--- config.mk ---
export PLATFORM = sky130hd
export DESIGN_NAME = asa_owner_ram
export DESIGN_NICKNAME = d
export VERILOG_FILES = /design/src/hw/rtl/asa_pkg.sv /design/src/hw/rtl/asa_owner_ram.sv
export SDC_FILE = /design/constraint.sdc
export NUM_CORES = 2
export LEC_CHECK = 0
export BUFFER_PORTS_ARGS = -buffer_cell sky130_fd_sc_hd__buf_4
export CAP_MARGIN = 20
export CELL_PAD_IN_SITES_DETAIL_PLACEMENT = 1
export CELL_PAD_IN_SITES_GLOBAL_PLACEMENT = 1
export CORE_ASPECT_RATIO = 0.5
export CORE_MARGIN = 2
export CORE_UTILIZATION = 50
export CTS_BUF_LIST = sky130_fd_sc_hd__clkbuf_16
export CTS_CLUSTER_SIZE = 8
export DETAILED_ROUTE_END_ITERATION = 7
export PLACE_DENSITY_LB_ADDON = 0.1
export SLEW_MARGIN = 20
export SYNTH_ARGS = -nofsm -noshare
export SYNTH_HDL_FRONTEND = slang
export SYNTH_SLANG_ARGS = --single-unit
--- constraint.sdc ---
create_clock -name clk -period 2.87 [get_ports clk]
set_input_delay 0.4305 -clock clk [delete_from_list [all_inputs] [get_ports clk]]
set_output_delay 0.4305 -clock clk [all_outputs]
set_load 0.01 [all_outputs]
--- src/hw/rtl/asa_pkg.sv ---
// asa_pkg: shared constants and types of the ASID slot allocator.
// Opcodes, field widths, result layout and parameter defaults. No dependencies.
package asa_pkg;

  localparam int ASA_SLOT_COUNT = 256;
  localparam int ASA_OWNER_BITS = 16;

  localparam int SLOT_FW  = 8;
  localparam int ASID_FW  = 8;
  localparam int OWNER_FW = 16;

  localparam logic [1:0] OP_ALLOC  = 2'd0;
  localparam logic [1:0] OP_FREE   = 2'd1;
  localparam logic [1:0] OP_REBIND = 2'd2;
  localparam logic [1:0] OP_LOOKUP = 2'd3;

  // bit positions in out_tdata
  localparam int OUT_INV_BIT = 16;
  localparam int OUT_EVV_BIT = 17;
  localparam int OUT_MVV_BIT = 34;

  typedef struct packed {
    logic                status;
    logic [SLOT_FW-1:0]  slot;
    logic [ASID_FW-1:0]  asid;
    logic                invalidate;
    logic                evicted_valid;
    logic [OWNER_FW-1:0] evicted_owner;
    logic                moved_valid;
    logic [OWNER_FW-1:0] moved_owner;
    logic [SLOT_FW-1:0]  moved_slot;
  } asa_res_t;

endpackage

--- src/hw/rtl/asa_owner_ram.sv ---
// asa_owner_ram: owner handle per slot, one write port, one registered read port.
// Contents undefined until written. Uses asa_pkg for defaults.
module asa_owner_ram #(
  parameter int SLOT_COUNT = asa_pkg::ASA_SLOT_COUNT,
  parameter int OWNER_BITS = asa_pkg::ASA_OWNER_BITS
) (
  input  logic                          clk,
  input  logic [$clog2(SLOT_COUNT)-1:0] ra,
  input  logic                          we,
  input  logic [$clog2(SLOT_COUNT)-1:0] wa,
  input  logic [OWNER_BITS-1:0]         wd,
  output logic [OWNER_BITS-1:0]         rd
);
  import asa_pkg::*;

  logic [OWNER_BITS-1:0] mem [SLOT_COUNT];

  always_ff @(posedge clk) begin
    if (we) begin
      mem[wa] <= wd;
    end
    rd <= mem[ra];
  end

endmodule

==> metrics.txt <==
result of the run finished with violations; violations in the final reports setup timing; overall die area 0.322 mm²; DR pass1 iterations 7; leading cell types in the layout, fill and taps excluded edfxtp_1 (4096), buf_4 (969), mux4_2 (797); Hold Path End mem[106][12]; antenna-violating nets left 0; die width 801 µm; final count of negative-setup-slack endpoints 1; number of rows created at floorplan approximately 150; final standard cell area without fillers 0.189 mm²; launch instance of the worst min-delay path wd[12]; RSZ-0062 raised after global routing no; endpoint of the worst register-to-register path rd[13]; final slew viol count 0; fraction of layout cells with a size suffix above 1 0.320; uppermost metal layer occupied by signal nets met5; Core Box Area 0.316 mm²; hold slack final 0.0424 ns; most common library cell in the layout ignoring fill and taps edfxtp_1; total power divided by cell area 718 mW/mm²; detailed-route wire length per cell ~37 µm; total via count after detailed routing between 80k and 90k; Min-Delay Path Class input port to flop; minimum clock period after layout 2.88 ns; number of placed cells counting well taps 12.3k; I/O Buffers 49; routed wl met2 around 220 mm; Post-Synthesis Cell Area 0.159 mm²; instance area at placement 0.173 mm²; ys async rst share 0; number of global-route vias before repair 87.7k; Detailed Place HPWL 300 mm; Fill cells 26.1k; gate count after technology mapping 7360; maximum ir drop on the vdd rail 502 µV; CTS tree done; launch point of the worst reg-to-reg path mem[63][13]; wl on met1 roughly 200 mm; Hold Crit Depth 1; Final Hold Violating Endpoints 0; maximum clock rate 0.347 GHz; cts bufs inserted between 500 and 600; global-route wire length before repair roughly 670 mm; drt initial violations about 12k; buffers from clock root to sink, at most 4; fin crit share 1.00; Reg2Reg Setup Slack 0.15 ns; maximum number of pins on one net before global-route repair roughly 100; drt total wl 476 mm; skew final roughly 0.048 ns; count of clock tree sinks 4112; clk root buf clkbuf_16; aggregate global-route resource usage 0.294; Total Nets Final between 8k and 9k; maximum fanout encountered on the critical timing path 26; total of flip-flops plus latches after synthesis ~4.1k; starting density of the core 0.502; Critical Setup Path Class input port to flop; Worst slew margin 0.381; top-level I/O count 50; remaining routing DRC violations 0; number of enable-type register cells in the synthesized netlist 4096; area grow syn2layout 18.9%; Synth Net Count 7394; Post-Syn Area per Cell 21.6 µm²; clock network latency to the later pin of the worst-skew pair between 0.9 and 1 ns; gr ovfl total 0; Critical Path Start Type input port; pin slew with the least headroom to its limit just over 0.9 ns; Reg clk slew, reported paths ~0.05 ns; synth warn 0; FF/Latch Area 0.123 mm²; Leakage Power 62.0 nW; setup slack of the critical path after layout -0.0112 ns; final instance count without filler cells 13.0k; weighted congestion at the end of routability-driven global placement 0.897; most instantiated flip-flop cell in the synthesis netlist edfxtp_1; combined area of the multi-input logic cells 0.0330 mm²; data arrival time of the worst path ~3.7 ns; number of different library cells in the post-synthesis netlist 52; final sum of negative setup slack -0.0112 ns; nature of the critical path endpoint flop; met3 routed WL around 48 mm; number of antenna violations at the first check in global routing 34; Worst Reg-to-Reg Cells 5; average vias per placed instance 6.51; critical path data required time 3.71 ns; share of synthesized area occupied by flip-flops and latches 0.777; utilization after layout 0.597; floorplan die height 402 µm; H-tree depth 6; number of max-cap violations 0
power by group:
| group | total, mW | switching [mW] | internal [mW] |
|---|---|---|---|
| clock network | 61.4 | 24.6 | 36.9 |
| logic | 7.49 | 4.60 | 2.89 |
| registers | 66.5 | 0.123 | 66.3 |
worst max path at each step:
| stage | start | to | slack [ns] | cells after the start |
|---|---|---|---|---|
| 2_1_floorplan | wa[3] | mem[235][0] | 0.27 | 6 |
| 3_3_place_gp | ra[0] | rd[6] | -0.94 | 13 |
| 3_5_place_dp | ra[0] | rd[10] | -1.01 | 13 |
| 4_1_cts | mem[135][13] | rd[13] | 0.0004 | 8 |
| 5_1_grt | mem[135][13] | rd[13] | 0.01 | 8 |
| 6_report | ra[0] | rd[15] | -0.01 | 13 |
cell usage after synthesis, drive strengths merged (43+ instances only):
cell	instances	area share
o221ai	253	0.014
clkbuf	230	0.0054
nor2	304	0.0072
a22oi	43	0.0020
buf	222	0.011
mux4	797	0.11
mux2	88	0.0062
nor3	92	0.0029
a21oi	175	0.0055
mux2i	565	0.036
edfxtp	4096	0.77
o22ai	148	0.0058
sequential cells by signal, summed over array words and instances, names as in the netlist:
signal,flops
mem,4096
rd,16
routing by layer:
metal  GRT usage  vias up
met5           0        -
met4      0.0890        6
met3      0.0622      728
met2       0.444     4430
met1       0.437    45600
li1            -    33700
critical path: stages:
cell	delay [ns]
buf_16	0.15
buf_12	0.14
buf_4	0.17
buf_12	0.16
buf_12	0.22
buf_12	0.32
buf_4	0.23
mux2i_1	0.09
o22ai_1	0.32
nor3_1	0.10
o21ai_0	0.49
nand3_1	0.36
nor4_1	0.41
cells by family (layout without fill, tap and decap cells):
family	count (synthesis)	count (layout)	synth area share
flip-flops	4112	4112	0.777
other	0	4	0
AND/OR/NAND/NOR	556	556	0.0157
buffers and inverters	456	1860	0.0169
multiplexers	1450	1450	0.155
AO/OA/AOI/OAI	786	786	0.0354
area by class of cell:
class	instances	share of cell area
sequential	4112	0.654
multi-input combinational	2792	0.175
clock buffer	603	0.0800
timing repair buffer	1184	0.0600
tap	4218	0.0280
clock inverter	69	0.00307
inverter	4	0.000146
antenna	4	0.0000531
stage by stage:
| step | total power, mW | setup WS (ns) |
|---|---|---|
| global placement | 74.7 | -0.937 |
| global route | 139 | 0.0148 |
| floorplan | 70.8 | 0.274 |
| detailed placement | 75.0 | -1.01 |
| CTS | 136 | 0.000384 |
| finish | 135 | -0.0112 |
what timing repair did:
action,4_1_cts,5_1_grt
hold endpoints to repair,461,0
buffers inserted,0,0
pin swaps,0,1
hold buffers,15,0
gates resized for setup,5,9
setup endpoints to repair,4,4
Note: power is estimated with default switching activity, not from simulation.
