--- src/hw/rtl/asa_pkg.sv ---
// asa_pkg: shared constants and types of the ASID slot allocator.
// Opcodes, field widths, result layout and parameter defaults. No dependencies.
package asa_pkg;

  localparam int ASA_SLOT_COUNT = 256;
  localparam int ASA_OWNER_BITS = 16;

  localparam int SLOT_FW  = 8;
  localparam int ASID_FW  = 8;
  localparam int OWNER_FW = 16;

  localparam logic [1:0] OP_ALLOC  = 2'd0;
  localparam logic [1:0] OP_FREE   = 2'd1;
  localparam logic [1:0] OP_REBIND = 2'd2;
  localparam logic [1:0] OP_LOOKUP = 2'd3;

  // bit positions in out_tdata
  localparam int OUT_INV_BIT = 16;
  localparam int OUT_EVV_BIT = 17;
  localparam int OUT_MVV_BIT = 34;

  typedef struct packed {
    logic                status;
    logic [SLOT_FW-1:0]  slot;
    logic [ASID_FW-1:0]  asid;
    logic                invalidate;
    logic                evicted_valid;
    logic [OWNER_FW-1:0] evicted_owner;
    logic                moved_valid;
    logic [OWNER_FW-1:0] moved_owner;
    logic [SLOT_FW-1:0]  moved_slot;
  } asa_res_t;

endpackage

--- src/hw/rtl/asa_asid_ram.sv ---
// asa_asid_ram: slot-to-ASID table, two registered read ports, one write port.
// Per-entry valid bits; an unwritten entry reads as its own slot number. Uses asa_pkg.
module asa_asid_ram #(
  parameter int SLOT_COUNT = asa_pkg::ASA_SLOT_COUNT
) (
  input  logic                          clk,
  input  logic                          rst_n,
  input  logic [$clog2(SLOT_COUNT)-1:0] ra_addr,
  input  logic [$clog2(SLOT_COUNT)-1:0] rb_addr,
  input  logic                          we,
  input  logic [$clog2(SLOT_COUNT)-1:0] wa,
  input  logic [asa_pkg::ASID_FW-1:0]   wd,
  output logic [asa_pkg::ASID_FW-1:0]   ra_data,
  output logic [asa_pkg::ASID_FW-1:0]   rb_data
);
  import asa_pkg::*;

  localparam int SW = $clog2(SLOT_COUNT);

  logic [ASID_FW-1:0]    mem [SLOT_COUNT];
  logic [SLOT_COUNT-1:0] vld_r;
  logic [ASID_FW-1:0]    qa_r, qb_r;
  logic                  va_r, vb_r;
  logic [SW-1:0]         aa_r, ab_r;

  always_ff @(posedge clk) begin
    if (we) begin
      mem[wa] <= wd;
    end
    qa_r <= mem[ra_addr];
    qb_r <= mem[rb_addr];
    aa_r <= ra_addr;
    ab_r <= rb_addr;
  end

  always_ff @(posedge clk) begin
    if (!rst_n) begin
      vld_r <= '0;
      va_r  <= 1'b0;
      vb_r  <= 1'b0;
    end else begin
      if (we) begin
        vld_r[wa] <= 1'b1;
      end
      va_r <= vld_r[ra_addr];
      vb_r <= vld_r[rb_addr];
    end
  end

  assign ra_data = va_r ? qa_r : ASID_FW'(aa_r);
  assign rb_data = vb_r ? qb_r : ASID_FW'(ab_r);

endmodule

--- config.mk ---
export PLATFORM = sky130hd
export DESIGN_NAME = asa_asid_ram
export DESIGN_NICKNAME = d
export VERILOG_FILES = /design/src/hw/rtl/asa_pkg.sv /design/src/hw/rtl/asa_asid_ram.sv
export SDC_FILE = /design/constraint.sdc
export NUM_CORES = 2
export LEC_CHECK = 0
export BUFFER_PORTS_ARGS = -buffer_cell sky130_fd_sc_hd__buf_4
export CORE_MARGIN = 8
export CORE_UTILIZATION = 45
export CTS_BUF_LIST = sky130_fd_sc_hd__clkbuf_8
export DETAILED_ROUTE_END_ITERATION = 16
export PLACE_DENSITY_LB_ADDON = 0.3
export SYNTH_ARGS = -nofsm -noshare
export SYNTH_HDL_FRONTEND = slang
export SYNTH_SLANG_ARGS = --single-unit
--- constraint.sdc ---
create_clock -name clk -period 4.3 [get_ports clk]
set_input_delay 0.86 -clock clk [delete_from_list [all_inputs] [get_ports clk]]
set_output_delay 0.86 -clock clk [all_outputs]
set_load 0.01 [all_outputs]
==> impl_metrics.csv <==
group,metric,value,unit
status,status,"finished clean",
final_layout,drive_above_1_share,39.9,%
clock_tree,clockBufferDepth,4,
timing,finalHoldViolCount,0,
timing,max_slew.worst_pin.slew,1.17,ns
worst_setup_path,crit_path_end_kind,"output port",
final_layout,final_util,51.7,%
power_and_ir_drop,leakage,39.7,nW
power_and_ir_drop,power_switching,11.3,mW
final_layout,fillers,18700,
floorplanning,ios,51,
timing,slew_headroom,19.7,%
floorplanning,start_util,45.1,%
routing,wire_per_inst,34.2,um
global_route,grt_pass1_wl,466000,um
power_and_ir_drop,power_frac_comb,8.5,%
final_layout,fin_nets,6121,
worst_setup_path,crit_type,"flop to output port",
synth,avgSynthCellArea,19.5,um^2
global_route,grt_max_degree,132,
worst_setup_path,crit_path_start,"va_r",
power_and_ir_drop,vdd_drop_max,0.309,mV
floorplanning,fp.dieW,504,um
global_route,overflow,0,
global_route,grt_use_total,25.2,%
timing,fmax,0.297,GHz
synth,synth-edff-count,2048,
timing,fin_crit_sh,78.3,%
routing,drt_first_pass_iters,5,
hold_path,hold_end,"ab_r[6]",
placed_design,dp.final_hpwl,217000,um
worst_setup_path,r2r_setup_slack,1.09,ns
clock_tree,path_clk_slew,0.06,ns
worst_setup_path,startpoint_type,"flop",
power_and_ir_drop,power.density,391,mW/mm^2
hold_path,min_from,"rb_addr[6]",
synth,synth_warnings,0,
worst_setup_path,r2r-start,"mem[182][0]",
hold_path,min_path_cells,1,
power_and_ir_drop,p_clk_share,39.8,%
floorplanning,die_area,0.254,mm^2
synth,synth_nets,5517,
worst_setup_path,max_stage_delay,0.72,ns
power_and_ir_drop,seqPwrFrac,51.7,%
power_and_ir_drop,p_sw_share,23.6,%
timing,grt_setup_unrepaired,"no",
worst_setup_path,cp.arrival,2.50,ns
final_layout,areaGrowthSynthToFinish,14.6,%
clock_tree,cts-root-buf,"clkbuf_8",
worst_setup_path,r2r_end,"qa_r[0]",
synth,synth_area_leaders,"edfxtp_1 (57%), mux4_2 (29%), dfxtp_1 (5.4%)",
synth,yosysTopAreaCell,"edfxtp_1",
routing,ant_nets,0,
worst_setup_path,path_buf_inv,1,
hold_path,min_path_type,"input pin to flop",
power_and_ir_drop,power.internal,36.7,mW
routing,postRouteWirelength,327000,um
placed_design,port_buffers,50,
routing,num_vias,62200,
floorplanning,rows,179,
worst_setup_path,worstPathCellList,"mux2_2 -> buf_4",
synth,ys.flop_type,"edfxtp_1",
routing,drt_iter0_drc,8188,
placed_design,gp_congestion,0.946,
timing,tns,0,ns
synth,syn_inst,5482,
floorplanning,core-area,0.237,mm^2
floorplanning,die_h,504,um
synth,synth-async-reset-ratio,0,%
synth,synth_top_area_share,57.4,%
clock_tree,cts_tree,"yes",
clock_tree,cts_sinks,2338,
clock_tree,clk_latency,1.10,ns
timing,period_minus_slack,3.36,ns
clock_tree,ctsHtreeMaxLevel,5,
worst_setup_path,ff2ff_path_depth,5,
global_route,antenna_found_initial,14,
synth,syn_area,0.107,mm^2
routing,via_per_inst,6.51,
timing,maxSlewViolCount,0,
worst_setup_path,slowest_stage,"dfxtp_1",
routing,remaining_drc_errors,0,
job,drv_cap,0,
synth,ys_ff_latch,2338,
worst_setup_path,required,3.44,ns
timing,skew,0.0780,ns
clock_tree,cts_buffers,393,
worst_setup_path,cpLargestDelayFamily,"flip-flops",
global_route,grt_pass1_vias,63500,
timing,setup_viol,0,
synth,synth_cell_type_count,49,
synth,yosysSeqAreaShare,62.9,%
worst_setup_path,critPathMaxFanout,8,
-- flip-flops by register name, indices dropped and copies added (netlist names) --
register	count
aa_r	8
ab_r	8
mem	2048
qa_r	8
qb_r	8
va_r	1
vb_r	1
vld_r	256
-- cell type report --
cell class | instances | area, um^2 | share of cell area, %
inverters | 11 | 68.8 | 0.0561
clock buffers | 434 | 5970 | 4.87
multi-input cells | 2698 | 37800 | 30.8
well taps | 3167 | 3960 | 3.23
clock inverters | 256 | 1470 | 1.19
diodes | 13 | 32.5 | 0.0265
flip-flops and latches | 2338 | 67300 | 54.9
repair buffers | 644 | 6060 | 4.94
-- routing by layer --
metal,part of all wire (%),track usage [%],vias to the layer above
met2,48,40.2,3832
met3,11,6.24,860
li1,-,-,24600
met5,0.064,0.338,-
met4,4.8,10.5,10
met1,37,33.5,32900
-- cell families (layout without fill, tap and decap cells) --
group / count (synthesis) / after routing / synth area share, %
other cells: 0 / 13 / 0
mux: 1475 / 1475 / 29.9
flops: 2338 / 2338 / 62.9
buf+inv: 446 / 1345 / 1.85
simple gates: 929 / 929 / 3.46
compound gates: 294 / 294 / 1.94
-- through the flow --
stage               cells  worst slack, ns  cell area (um^2)  hold slack [ns]  power [mW]
finish               9561            0.935            123000            0.117        48.0
global route         9553            0.886            123000           0.0330        49.4
CTS                  9548            0.874            123000           0.0183        48.3
detailed placement   8855           0.0121            115000            0.479        29.3
global placement     8855           0.0237            115000            0.462        29.3
floorplan            5482            0.985            107000            0.450        27.5
-- repair_timing --
action / CTS / global route
hold buffers: 3 / 0
hold endpoints to repair: 3 / 0
gates resized for setup: 0 / 0
setup buffers: 0 / 0
-- worst register-to-register path, cell delays in order (launching register included) --
cell      delay, ns
edfxtp_1       0.39
mux4_2         0.49
mux4_2         0.48
a22oi_1        0.63
a21oi_1        0.44
or4_1          0.62
-- cell usage after synthesis, drive strengths merged, types with 2 or more instances --
library cell,number
dfxtp,290
nand2b,4
a22oi,128
a2111oi,7
a21oi,76
nor3,10
mux4,1374
nand3,24
edfxtp,2048
a211oi,7
mux2i,74
or4,17
o311a,2
a222oi,2
nor2,792
nand3b,2
nand4,9
nor2b,14
clkbuf,234
mux2,27
inv,11
a21boi,2
or2,2
nor4,4
o21ai,2
a31oi,3
o221ai,39
nand2,46
buf,201
o22ai,14
and2,3
-- cells in the final DEF, fill, tap and decap left out, drive strengths merged, types with 7 or more instances in the layout --
cell	Yosys	final
clkbuf	234	444
or4	17	17
mux4	1374	1374
a2111oi	7	7
o22ai	14	14
clkinv	0	87
diode	0	13
nor3	10	10
inv	11	160
mux2	27	27
edfxtp	2048	2048
bufinv	0	16
nor2	792	792
o221ai	39	39
a22oi	128	128
nand4	9	9
dfxtp	290	290
nor2b	14	14
a211oi	7	7
buf	201	631
a21oi	76	76
nand2	46	46
nand3	24	24
mux2i	74	74
-- how the worst max path moves through the flow --
| stage | endpoint | slack (ns) | depth (start not counted) |
|---|---|---|---|
| finish | ra_data[1] | 0.94 | 2 |
| global route | ra_data[1] | 0.89 | 2 |
| CTS | ra_data[1] | 0.87 | 2 |
| detailed placement | qb_r[6] | 0.01 | 8 |
| global placement | qb_r[6] | 0.02 | 8 |
| floorplan | va_r | 0.98 | 8 |
-- power by group through the flow --
stage	Sequential (mW)	Clock, mW	Combinational [mW]
global placement	25.3	0	4.03
finish	24.8	19.1	4.09
detailed placement	25.3	0	4.07
floorplan	25.2	0	2.30
global route	24.8	20.3	4.24
CTS	24.8	19.4	4.08
No activity file was read; power rests on OpenSTA's default activity.
